==> src/rtl/assert_macros.svh <==
// Assertion macros shared by the RTL of the roll/pitch filter.
// Needs signals clk_i and rst_ni in the scope where a macro is used.
`ifndef ASSERT_MACROS_SVH
`define ASSERT_MACROS_SVH

// same-cycle implication
`define ASSERT_IMP(lbl, pre, post) \
  lbl: assert property (@(posedge clk_i) disable iff (!rst_ni) (pre) |-> (post)) \
    else $error("assertion failed");

// next-cycle implication
`define ASSERT_NXT(lbl, pre, post) \
  lbl: assert property (@(posedge clk_i) disable iff (!rst_ni) (pre) |=> (post)) \
    else $error("assertion failed");

`endif

==> src/rtl/crpf_pkg.sv <==
// Package of the roll/pitch filter: constants, arctangent table, sequencer states.
// No dependencies.
`default_nettype none

package crpf_pkg;

  localparam int CordicIter = 16;
  localparam int SqrtIter   = 16;
  localparam int LoopMax    = (CordicIter > SqrtIter) ? CordicIter : SqrtIter;
  localparam int CntW       = $clog2(LoopMax);

  // shared multiplier operand and product widths
  localparam int MulAW = 36;
  localparam int MulBW = 22;
  localparam int MulPW = MulAW + MulBW;

  localparam logic signed [31:0] PiQ28      = 32'sd843314857;
  localparam logic signed [21:0] GyroScale  = 22'sd614083;
  // 6007897930 split as Hi * 2^16 + Lo
  localparam logic signed [21:0] CentiHi    = 22'sd91673;
  localparam logic signed [21:0] CentiLo    = 22'sd16202;

  // register addresses (index selects by paddr[2])
  localparam logic RegGyroWeight = 1'b0;
  localparam logic RegFullScale  = 1'b1;

  typedef enum logic [4:0] {
    S_IDLE, S_SQ0, S_SQ1, S_SQ2, S_SQRT, S_CINIT, S_CORD,
    S_G1, S_G2, S_G3, S_G4, S_G5, S_B1, S_B2, S_B3,
    S_C1, S_C2, S_C3, S_DONE
  } st_e;

  // atan(2^-i) in Q4.28
  function automatic logic signed [31:0] atan_q28(input logic [4:0] idx);
    logic signed [31:0] r;
    begin
      unique case (idx)
        5'd0:  r = 32'sd210828714;
        5'd1:  r = 32'sd124459457;
        5'd2:  r = 32'sd65760959;
        5'd3:  r = 32'sd33381290;
        5'd4:  r = 32'sd16755422;
        5'd5:  r = 32'sd8385879;
        5'd6:  r = 32'sd4193963;
        5'd7:  r = 32'sd2097109;
        5'd8:  r = 32'sd1048571;
        5'd9:  r = 32'sd524287;
        5'd10: r = 32'sd262144;
        5'd11: r = 32'sd131072;
        5'd12: r = 32'sd65536;
        5'd13: r = 32'sd32768;
        5'd14: r = 32'sd16384;
        5'd15: r = 32'sd8192;
        5'd16: r = 32'sd4096;
        5'd17: r = 32'sd2048;
        5'd18: r = 32'sd1024;
        5'd19: r = 32'sd512;
        5'd20: r = 32'sd256;
        5'd21: r = 32'sd128;
        5'd22: r = 32'sd64;
        5'd23: r = 32'sd32;
        default: r = 32'sd0;
      endcase
      return r;
    end
  endfunction

endpackage

`default_nettype wire

==> src/rtl/crpf_ifs.sv <==
// Valid/ready channel interfaces for the roll/pitch filter.
// No dependencies.
`default_nettype none

interface crpf_in_if;
  logic               valid;
  logic               ready;
  logic signed [15:0] accel_x;
  logic signed [15:0] accel_y;
  logic signed [15:0] accel_z;
  logic signed [15:0] rate_x;
  logic signed [15:0] rate_y;
  logic        [15:0] step_time_us;
  modport source (output valid, accel_x, accel_y, accel_z, rate_x, rate_y, step_time_us,
                  input ready);
  modport sink (input valid, accel_x, accel_y, accel_z, rate_x, rate_y, step_time_us,
                output ready);
endinterface

interface crpf_out_if;
  logic               valid;
  logic               ready;
  logic signed [15:0] roll_rad;
  logic signed [15:0] pitch_rad;
  logic signed [15:0] roll_centideg;
  logic signed [15:0] pitch_centideg;
  modport source (output valid, roll_rad, pitch_rad, roll_centideg, pitch_centideg,
                  input ready);
  modport sink (input valid, roll_rad, pitch_rad, roll_centideg, pitch_centideg,
                output ready);
endinterface

`default_nettype wire

==> src/rtl/crpf_mul.sv <==
// Shared signed multiplier with a registered product.
// Depends on crpf_pkg.
`default_nettype none

module crpf_mul (
  input  wire logic                          clk_i,
  input  wire logic signed [crpf_pkg::MulAW-1:0] a_i,
  input  wire logic signed [crpf_pkg::MulBW-1:0] b_i,
  output logic signed [crpf_pkg::MulPW-1:0]  p_o
);
  import crpf_pkg::*;

  logic signed [MulPW-1:0] p_q;

  // product register, one product per cycle
  always_ff @(posedge clk_i) begin
    p_q <= MulPW'(a_i) * MulPW'(b_i);
  end

  assign p_o = p_q;

endmodule

`default_nettype wire

==> src/rtl/complementary_roll_pitch_filter.sv <==
// Complementary roll/pitch filter: sequencer, sqrt, CORDIC and blend around one multiplier.
// Depends on crpf_pkg, crpf_ifs, crpf_mul and assert_macros.svh.
//
//   channel  | dir | handshake          | content
//   ---------+-----+--------------------+-------------------------------------
//   in_ch    | in  | valid/ready        | accel x/y/z, gyro rate x/y, step time
//   out_ch   | out | valid/ready        | roll/pitch in Q3.13 rad and centideg
//   apb      | in  | psel/penable/pready| gyro_weight @0, gyro_full_scale_dps @4
//
// Per axis the sequencer runs the square/sum steps, the iterative root, a CORDIC init,
// CordicIter CORDIC steps and the multiplier steps; after both axes it loads the output
// register once it is free, returns to idle and accepts there. The shared multiplier
// and the iterative root and CORDIC loops set the time an item takes.
// in_ch.ready is high only while the sequencer is idle.
// A result waits in the output register; a new item is accepted meanwhile.
// Reset clears the estimates to zero and the configuration registers to their defaults.
`default_nettype none
`include "assert_macros.svh"

module complementary_roll_pitch_filter (
  input  wire logic        clk_i,
  input  wire logic        rst_ni,
  crpf_in_if.sink          in_ch,
  crpf_out_if.source       out_ch,
  input  wire logic        psel,
  input  wire logic        penable,
  input  wire logic        pwrite,
  input  wire logic [2:0]  paddr,
  input  wire logic [31:0] pwdata,
  output logic      [31:0] prdata,
  output logic             pready
);
  import crpf_pkg::*;

  st_e state_q, state_d;
  logic            axis_q;
  logic [CntW-1:0] cnt_q;

  logic [15:0] w_q;
  logic [10:0] fs_q;

  logic signed [15:0] ax_q, ay_q, az_q, rx_q, ry_q;
  logic        [15:0] dt_q;

  logic        [31:0] sq_q, rem_q, root_q;
  logic signed [34:0] x_q, y_q;
  logic signed [31:0] z_q, acc_q, inc_q;
  logic               zero_q;
  logic        [21:0] lo_q;
  logic signed [MulPW-1:0] hp_q, bsum_q;
  logic signed [31:0] roll_est_q, pitch_est_q;
  logic signed [15:0] rad_q [2];
  logic signed [15:0] cd_q [2];
  logic               out_valid_q;
  logic signed [15:0] o_roll_rad_q, o_pitch_rad_q, o_roll_cd_q, o_pitch_cd_q;

  logic signed [MulAW-1:0] mul_a;
  logic signed [MulBW-1:0] mul_b;
  logic signed [MulPW-1:0] prod;

  crpf_mul u_mul (.clk_i(clk_i), .a_i(mul_a), .b_i(mul_b), .p_o(prod));

  // configuration port
  logic cfg_wr;
  assign pready = 1'b1;
  assign cfg_wr = psel && penable && pwrite;
  assign prdata = (paddr[2] == RegFullScale) ? {21'd0, fs_q} : {16'd0, w_q};

  always_ff @(posedge clk_i or negedge rst_ni) begin
    if (!rst_ni) begin
      w_q  <= 16'd64225;
      fs_q <= 11'd2000;
    end else if (cfg_wr) begin
      if (paddr[2] == RegGyroWeight) w_q <= pwdata[15:0];
      else fs_q <= pwdata[10:0];
    end
  end

  // per-axis operand selection
  logic signed [15:0] sq_src, rate_sel;
  logic signed [16:0] y_src;
  logic signed [31:0] est_sel;
  assign sq_src   = axis_q ? ay_q : ax_q;
  assign rate_sel = axis_q ? ry_q : rx_q;
  assign y_src    = axis_q ? -17'(ax_q) : 17'(ay_q);
  assign est_sel  = axis_q ? pitch_est_q : roll_est_q;

  logic in_acc, out_load, last_sqrt, last_cord;
  assign in_acc    = in_ch.valid && (state_q == S_IDLE);
  assign out_load  = (state_q == S_DONE) && (!out_valid_q || out_ch.ready);
  assign last_sqrt = (cnt_q == CntW'(SqrtIter - 1));
  assign last_cord = (cnt_q == CntW'(CordicIter - 1));

  // next state
  always_comb begin
    state_d = state_q;
    unique case (state_q)
      S_IDLE:  if (in_ch.valid) state_d = S_SQ0;
      S_SQ0:   state_d = S_SQ1;
      S_SQ1:   state_d = S_SQ2;
      S_SQ2:   state_d = S_SQRT;
      S_SQRT:  if (last_sqrt) state_d = S_CINIT;
      S_CINIT: state_d = S_CORD;
      S_CORD:  if (last_cord) state_d = S_G1;
      S_G1:    state_d = S_G2;
      S_G2:    state_d = S_G3;
      S_G3:    state_d = S_G4;
      S_G4:    state_d = S_G5;
      S_G5:    state_d = S_B1;
      S_B1:    state_d = S_B2;
      S_B2:    state_d = S_B3;
      S_B3:    state_d = S_C1;
      S_C1:    state_d = S_C2;
      S_C2:    state_d = S_C3;
      S_C3:    state_d = axis_q ? S_DONE : S_SQ0;
      S_DONE:  if (!out_valid_q || out_ch.ready) state_d = S_IDLE;
      default: state_d = S_IDLE;
    endcase
  end

  // multiplier operands
  always_comb begin
    mul_a = '0;
    mul_b = '0;
    unique case (state_q)
      S_SQ0: begin
        mul_a = MulAW'(sq_src);
        mul_b = MulBW'(sq_src);
      end
      S_SQ1: begin
        mul_a = MulAW'(az_q);
        mul_b = MulBW'(az_q);
      end
      S_G1: begin
        mul_a = MulAW'(rate_sel);
        mul_b = MulBW'($signed({1'b0, fs_q}));
      end
      S_G2: begin
        mul_a = MulAW'($signed(prod[26:0]));
        mul_b = MulBW'($signed({1'b0, dt_q}));
      end
      S_G3: begin
        mul_a = MulAW'($signed(prod[42:22]));
        mul_b = GyroScale;
      end
      S_G4: begin
        mul_a = MulAW'($signed({1'b0, lo_q}));
        mul_b = GyroScale;
      end
      S_B1: begin
        mul_a = MulAW'(33'(est_sel) + 33'(inc_q));
        mul_b = MulBW'($signed({1'b0, w_q}));
      end
      S_B2: begin
        mul_a = MulAW'(acc_q);
        mul_b = MulBW'($signed({1'b0, 17'd65536 - {1'b0, w_q}}));
      end
      S_C1: begin
        mul_a = MulAW'(est_sel);
        mul_b = CentiHi;
      end
      S_C2: begin
        mul_a = MulAW'(est_sel);
        mul_b = CentiLo;
      end
      default: begin
        mul_a = '0;
        mul_b = '0;
      end
    endcase
  end

  // square root step
  logic [31:0] sq_bit, sq_trial;
  logic        sq_ge;
  assign sq_bit   = 32'h4000_0000 >> {cnt_q[3:0], 1'b0};
  assign sq_trial = root_q + sq_bit;
  assign sq_ge    = rem_q >= sq_trial;

  // CORDIC step
  logic signed [34:0] dx, dy;
  logic signed [31:0] at, z_d;
  assign dx  = y_q >>> cnt_q;
  assign dy  = x_q >>> cnt_q;
  assign at  = atan_q28(5'(cnt_q));
  assign z_d = y_q[34] ? z_q - at : z_q + at;

  // gyro increment, blend and output scaling
  logic signed [63:0] inc_t, bl_t, bl_v, cd_t;
  logic signed [31:0] bl_c;
  logic signed [32:0] rad_t;
  assign inc_t = (64'(hp_q) <<< 22) + 64'(prod) + 64'sd2147483648;
  assign bl_t  = 64'(bsum_q) + 64'(prod) + 64'sd32768;
  assign bl_v  = bl_t >>> 16;
  assign bl_c  = (bl_v > 64'(PiQ28)) ? PiQ28 :
                 (bl_v < -64'(PiQ28)) ? -PiQ28 : 32'(bl_v);
  assign cd_t  = ((64'(hp_q) <<< 16) + 64'(prod) + 64'sd140737488355328) >>> 48;
  assign rad_t = (33'(est_sel) + 33'sd16384) >>> 15;

  // control state
  always_ff @(posedge clk_i or negedge rst_ni) begin
    if (!rst_ni) begin
      state_q     <= S_IDLE;
      axis_q      <= 1'b0;
      cnt_q       <= '0;
      roll_est_q  <= '0;
      pitch_est_q <= '0;
      out_valid_q <= 1'b0;
    end else begin
      state_q <= state_d;
      if (in_acc) axis_q <= 1'b0;
      else if (state_q == S_C3) axis_q <= 1'b1;
      if ((state_q == S_SQRT && !last_sqrt) || (state_q == S_CORD && !last_cord))
        cnt_q <= cnt_q + CntW'(1);
      else
        cnt_q <= '0;
      if (state_q == S_B3) begin
        if (axis_q) pitch_est_q <= bl_c;
        else roll_est_q <= bl_c;
      end
      if (out_load) out_valid_q <= 1'b1;
      else if (out_ch.ready) out_valid_q <= 1'b0;
    end
  end

  // datapath registers
  always_ff @(posedge clk_i) begin
    if (in_acc) begin
      ax_q <= in_ch.accel_x;
      ay_q <= in_ch.accel_y;
      az_q <= in_ch.accel_z;
      rx_q <= in_ch.rate_x;
      ry_q <= in_ch.rate_y;
      dt_q <= in_ch.step_time_us;
    end
    case (state_q)
      S_SQ1: sq_q <= prod[31:0];
      S_SQ2: begin
        rem_q  <= sq_q + prod[31:0];
        root_q <= '0;
      end
      S_SQRT: begin
        if (sq_ge) begin
          rem_q  <= rem_q - sq_trial;
          root_q <= (root_q >> 1) + sq_bit;
        end else begin
          root_q <= root_q >> 1;
        end
      end
      S_CINIT: begin
        x_q    <= $signed({3'b000, root_q[17:0], 14'd0});
        y_q    <= 35'(y_src) <<< 14;
        z_q    <= '0;
        zero_q <= (root_q == 32'd0) && (y_src == 17'sd0);
      end
      S_CORD: begin
        if (y_q[34]) begin
          x_q <= x_q - dx;
          y_q <= y_q + dy;
        end else begin
          x_q <= x_q + dx;
          y_q <= y_q - dy;
        end
        z_q <= z_d;
        if (last_cord) acc_q <= zero_q ? 32'sd0 : z_d;
      end
      S_G3: lo_q <= prod[21:0];
      S_G4: hp_q <= prod;
      S_G5: inc_q <= 32'(inc_t >>> 32);
      S_B2: bsum_q <= prod;
      S_C2: hp_q <= prod;
      S_C3: begin
        rad_q[axis_q] <= 16'(rad_t);
        cd_q[axis_q]  <= 16'(cd_t);
      end
      default: ;
    endcase
    if (out_load) begin
      o_roll_rad_q  <= rad_q[0];
      o_pitch_rad_q <= rad_q[1];
      o_roll_cd_q   <= cd_q[0];
      o_pitch_cd_q  <= cd_q[1];
    end
  end

  assign in_ch.ready           = (state_q == S_IDLE);
  assign out_ch.valid          = out_valid_q;
  assign out_ch.roll_rad       = o_roll_rad_q;
  assign out_ch.pitch_rad      = o_pitch_rad_q;
  assign out_ch.roll_centideg  = o_roll_cd_q;
  assign out_ch.pitch_centideg = o_pitch_cd_q;

  // checks
  `ASSERT_IMP(a_roll_range, 1'b1, (roll_est_q <= PiQ28) && (roll_est_q >= -PiQ28))
  `ASSERT_IMP(a_pitch_range, 1'b1, (pitch_est_q <= PiQ28) && (pitch_est_q >= -PiQ28))
  `ASSERT_NXT(a_busy_after_accept, in_ch.valid && in_ch.ready, !in_ch.ready)
  `ASSERT_IMP(a_cord_count, state_q == S_CORD, cnt_q <= CntW'(CordicIter - 1))

endmodule

`default_nettype wire
==> src/flat_wrapper.sv <==
// flat-port wrapper written by rule: the top's interface ports become plain ports
module complementary_roll_pitch_filter_flat import crpf_pkg::*;
  (clk_i, rst_ni, psel, penable, pwrite, paddr, pwdata, prdata, pready, in_ch_valid, in_ch_accel_x, in_ch_accel_y, in_ch_accel_z, in_ch_rate_x, in_ch_rate_y, in_ch_step_time_us, in_ch_ready, out_ch_valid, out_ch_roll_rad, out_ch_pitch_rad, out_ch_roll_centideg, out_ch_pitch_centideg, out_ch_ready);
  crpf_in_if in_ch_i ();
  crpf_out_if out_ch_i ();
  input  wire logic clk_i;
  input  wire logic rst_ni;
  input  wire logic psel;
  input  wire logic penable;
  input  wire logic pwrite;
  input  wire logic [2:0] paddr;
  input  wire logic [31:0] pwdata;
  output logic      [31:0] prdata;
  output logic pready;
  input wire logic [$bits(in_ch_i.valid)-1:0] in_ch_valid;
  input wire logic [$bits(in_ch_i.accel_x)-1:0] in_ch_accel_x;
  input wire logic [$bits(in_ch_i.accel_y)-1:0] in_ch_accel_y;
  input wire logic [$bits(in_ch_i.accel_z)-1:0] in_ch_accel_z;
  input wire logic [$bits(in_ch_i.rate_x)-1:0] in_ch_rate_x;
  input wire logic [$bits(in_ch_i.rate_y)-1:0] in_ch_rate_y;
  input wire logic [$bits(in_ch_i.step_time_us)-1:0] in_ch_step_time_us;
  output wire logic [$bits(in_ch_i.ready)-1:0] in_ch_ready;
  output wire logic [$bits(out_ch_i.valid)-1:0] out_ch_valid;
  output wire logic [$bits(out_ch_i.roll_rad)-1:0] out_ch_roll_rad;
  output wire logic [$bits(out_ch_i.pitch_rad)-1:0] out_ch_pitch_rad;
  output wire logic [$bits(out_ch_i.roll_centideg)-1:0] out_ch_roll_centideg;
  output wire logic [$bits(out_ch_i.pitch_centideg)-1:0] out_ch_pitch_centideg;
  input wire logic [$bits(out_ch_i.ready)-1:0] out_ch_ready;
  assign in_ch_i.valid = in_ch_valid;
  assign in_ch_i.accel_x = in_ch_accel_x;
  assign in_ch_i.accel_y = in_ch_accel_y;
  assign in_ch_i.accel_z = in_ch_accel_z;
  assign in_ch_i.rate_x = in_ch_rate_x;
  assign in_ch_i.rate_y = in_ch_rate_y;
  assign in_ch_i.step_time_us = in_ch_step_time_us;
  assign in_ch_ready = in_ch_i.ready;
  assign out_ch_valid = out_ch_i.valid;
  assign out_ch_roll_rad = out_ch_i.roll_rad;
  assign out_ch_pitch_rad = out_ch_i.pitch_rad;
  assign out_ch_roll_centideg = out_ch_i.roll_centideg;
  assign out_ch_pitch_centideg = out_ch_i.pitch_centideg;
  assign out_ch_i.ready = out_ch_ready;
  complementary_roll_pitch_filter u_core (.clk_i(clk_i), .rst_ni(rst_ni), .in_ch(in_ch_i), .out_ch(out_ch_i), .psel(psel), .penable(penable), .pwrite(pwrite), .paddr(paddr), .pwdata(pwdata), .prdata(prdata), .pready(pready));
endmodule
==> config.mk <==
export PLATFORM = sky130hd
export DESIGN_NAME = complementary_roll_pitch_filter_flat
export DESIGN_NICKNAME = d
export VERILOG_FILES = /design/src/rtl/crpf_pkg.sv /design/src/rtl/crpf_ifs.sv /design/src/rtl/crpf_mul.sv /design/src/rtl/complementary_roll_pitch_filter.sv /design/src/flat_wrapper.sv
export VERILOG_INCLUDE_DIRS = /design/src /design/src/rtl
export SDC_FILE = /design/constraint.sdc
export NUM_CORES = 2
export LEC_CHECK = 0
export CAP_MARGIN = 30
export CORE_MARGIN = 4
export CORE_UTILIZATION = 46
export CTS_BUF_LIST = sky130_fd_sc_hd__clkbuf_2
export DETAILED_ROUTE_END_ITERATION = 8
export DONT_BUFFER_PORTS = 1
export PLACE_DENSITY = 0.6
export REMOVE_ABC_BUFFERS = 1
export SETUP_SLACK_MARGIN = 0.4
export SLEW_MARGIN = 15
export SYNTH_ARGS = -nofsm -noshare
export SYNTH_HDL_FRONTEND = slang
export SYNTH_SLANG_ARGS = --single-unit
==> constraint.sdc <==
create_clock -name clk_i -period 16.9 [get_ports clk_i]
set_input_delay 0.845 -clock clk_i [delete_from_list [all_inputs] [get_ports clk_i]]
set_output_delay 0.845 -clock clk_i [all_outputs]
set_load 0.02 [all_outputs]
==> reports/qor.txt <==
Met1 WL - 106000 µm
I/O Pins - 237
Crit Path Category - reg2reg
Layout fillers - 15500
Status - complete, no violations
Die X - 423 µm
Worst path max stage delay - 0.80 ns
Leading area contributor after synthesis - edfxtp_1
Longest Clk Path Bufs - 3
Slew Viols, Final - 0
Clock-pin slew on the worst setup and hold paths - 0.13 ns
Die area - 0.179 mm²
Synth cell count leaders - 986 x inv_1, 820 x nand2_1, 731 x fa_1, 696 x ha_1, 633 x nor2_1
Unrepaired setup endpoints after global routing - no
Post-Synth Simple-Gate Area - 0.134
Largest cells by area after synthesis - edfxtp_1 23%, fa_1 18%, ha_1 11%, inv_1 4.7%, nand2_1 3.9%
Maximum number of pins on one net before global-route repair - 103
Multi-input gate area - 0.0522 mm²
Metal2 WL - 112000 µm
Yosys cell types - 110
P&R area growth vs syn - 10.1%
Final min period - 12.96 ns
WL final - 251000 µm
DR vias - 63400
Drt drc - 0
Clock sinks - 775
CTS tree - done
Worst Hold Class - in2reg
Clock H-tree levels - 4
Skew-Pair Late Insertion Delay - 1.87 ns
Global route overflow - 0
Synth Area in XOR/XNOR - 0.0516
Nets - 9996
Routed len/inst - 23.0 µm
Total Routing Usage GR - 0.277
Critical Path RT - 18.44 ns
Vias in the first global route - 63900
Top_reg_cell synth - edfxtp_1
# rows - 151
Met3 wire len - 21100 µm
Initial antenna violation count - 15
Synth Warn # - 0
Startpoint types - flop
Area share of the largest cell type after synthesis - 0.233
Share of cells above drive strength 1 - 0.0942
DR top layer - met5
Vias/cell - 5.81
Initial DRC count - 5715
Yosys reg bits - 775
Asr flop ratio synth - 0.132
Port buffer count - 0
Worst Path Arrival - 14.50 ns
Cells after Synth - 8076
GP Congestion - 0.905
Synth Area in Adders - 0.295
Register area - 0.0222 mm²
Num CTS Buffers - 208
Post-synthesis mux area share - 0.0438
Synthesized area - 0.0791 mm²
Worst setup EP type - flop
Compound-gate portion of the synthesized area - 0.130
Post-Route Setup TNS - 0 ns
Root Driver - clkbuf_2
Final clock period utilization by the worst path - 0.767
Final hold viol count - 0
DR pass1 iterations - 8
Clock Skew - 0.230 ns
DIE HEIGHT - 423 µm
Worst Path Max Fanout - 37
Dpl hpwl - 189000 µm
Sequential fraction of the synthesis area - 0.281
Crit path top cell by count - fa_1
Core area - 0.170 mm²
Slew @ Worst Pin - 1.25 ns
ANT nets after route - 0
# setup viols final - 0
Main combinational cell family by area after synthesis - adder cells
Max Cap Violations - 0
First-pass GRT wire length - 382000 µm
Slew HR - 0.165
Initial Utilization - 0.465
Synth Area per Inst - 9.80 µm²
EDFF count, synth - 615
Slowest CP cell - dfrtp_1
Most common cell in the synthesized netlist - inv_1
Max Fclk - 0.0772 GHz
-- path summary, 6_finish.rpt --
| path | startpoint | endpoint | slack, ns | cells after the start |
|---|---|---|---|---|
| worst max-delay path | u_core.state_q[1] | u_core.u_mul.p_o[56] | 3.94 | 36 |
| worst min-delay path | in_ch_rate_y[3] | u_core.ry_q[3] | 0.21 | 2 |
| worst max register to register | u_core.state_q[1] | u_core.u_mul.p_o[56] | 3.94 | 36 |
| worst min register to register | u_core.cd_q[1][9] | out_ch_pitch_centideg[9] | 0.37 | 0 |
| max in group asynchronous | rst_ni | u_core.cnt_q[3] | 15.92 | 4 |
| min in group asynchronous | rst_ni | u_core.roll_est_q[27] | 0.33 | 4 |
-- layer usage --
metal | vias up | GRT usage
li1 | 28700 | -
met1 | 31400 | 0.376
met2 | 2701 | 0.432
met3 | 633 | 0.0564
met4 | 2 | 0.116
met5 | - | 0
-- metrics by stage --
| step | area (µm²) | util | hold WS (ns) | cells | setup slack [ns] |
|---|---|---|---|---|---|
| after floorplan | 77800 | - | 0.400 | 7779 | 1.92 |
| after global placement | 82100 | 0.482 | 0.403 | 10200 | 4.03 |
| after detailed placement | 82100 | 0.483 | 0.405 | 10200 | 3.86 |
| after CTS | 86900 | 0.511 | 0.00628 | 10900 | 3.73 |
| after global routing | 87100 | 0.512 | 0.0549 | 10900 | 3.28 |
| final | 87100 | 0.512 | 0.207 | 10900 | 3.94 |
-- final cells by class --
cell class,count,share of cell area
multi-input combinational,6015,0.599
sequential,775,0.255
timing repair buffer,442,0.0479
inverter,989,0.0426
tap,2295,0.0330
clock buffer,313,0.0180
clock inverter,68,0.00431
antenna,14,0.000402
-- logic make-up after synthesis --
family,count (synthesis)
buffers and inverters,1320
AOI/OAI and AO/OA,1543
DFF,775
and+or+nand+nor,2291
adders and majority gates,1427
muxes,253
other,2
xor gates and xnor gates,465
-- critical path, delay by kind of cell, from the launching register on --
kind                       cells  cell delay [ns]
and+or+nand+nor                6             1.13
buffers and inverters          7             1.90
adders and majority gates      8             3.90
xor gates and xnor gates       1             0.13
AOI/OAI and AO/OA             14             4.83
DFF                            1             0.80
-- timing repair --
action / 4_1_cts / 5_1_grt
hold endpoints to repair: 334 / 0
setup buffers: 0 / 0
gates resized for setup: 0 / 0
hold buffers: 280 / 0
-- cells in the final DEF, fill, tap and decap left out, types with 72 or more instances in the layout --
cell / n
nand3_1: 116
nor3_1: 124
buf_4: 151
nor2_1: 628
mux2i_1: 100
a21o_1: 162
ha_1: 696
dlygate4sd3_1: 278
xnor2_1: 274
clkbuf_2: 313
mux2_2: 85
and3_1: 72
nand2_1: 816
a211oi_1: 73
and2_1: 137
o21ai_0: 286
dfrtp_1: 81
fa_1: 731
a21oi_1: 410
edfxtp_1: 615
xor2_1: 190
nor2b_1: 73
inv_1: 985
-- sequential cells by signal, summed over array words and instances, names as in the netlist, 22 cells and up --
| name | cells |
|---|---|
| u_core.roll_est_q | 32 |
| u_core.inc_q | 32 |
| u_core.bsum_q | 58 |
| u_core.acc_q | 32 |
| u_core.rem_q | 32 |
| u_core.lo_q | 22 |
| u_core.root_q | 32 |
| u_core.hp_q | 48 |
| u_core.sq_q | 32 |
| u_core.cd_q | 32 |
| u_core.z_q | 32 |
| u_core.rad_q | 32 |
| u_core.y_q | 35 |
| u_core.u_mul.p_o | 58 |
| u_core.pitch_est_q | 32 |
| u_core.x_q | 35 |
Power is left out: the tool's default activity adds up to more than one toggle a clock period on the data nets, which glitch-free logic cannot reach.
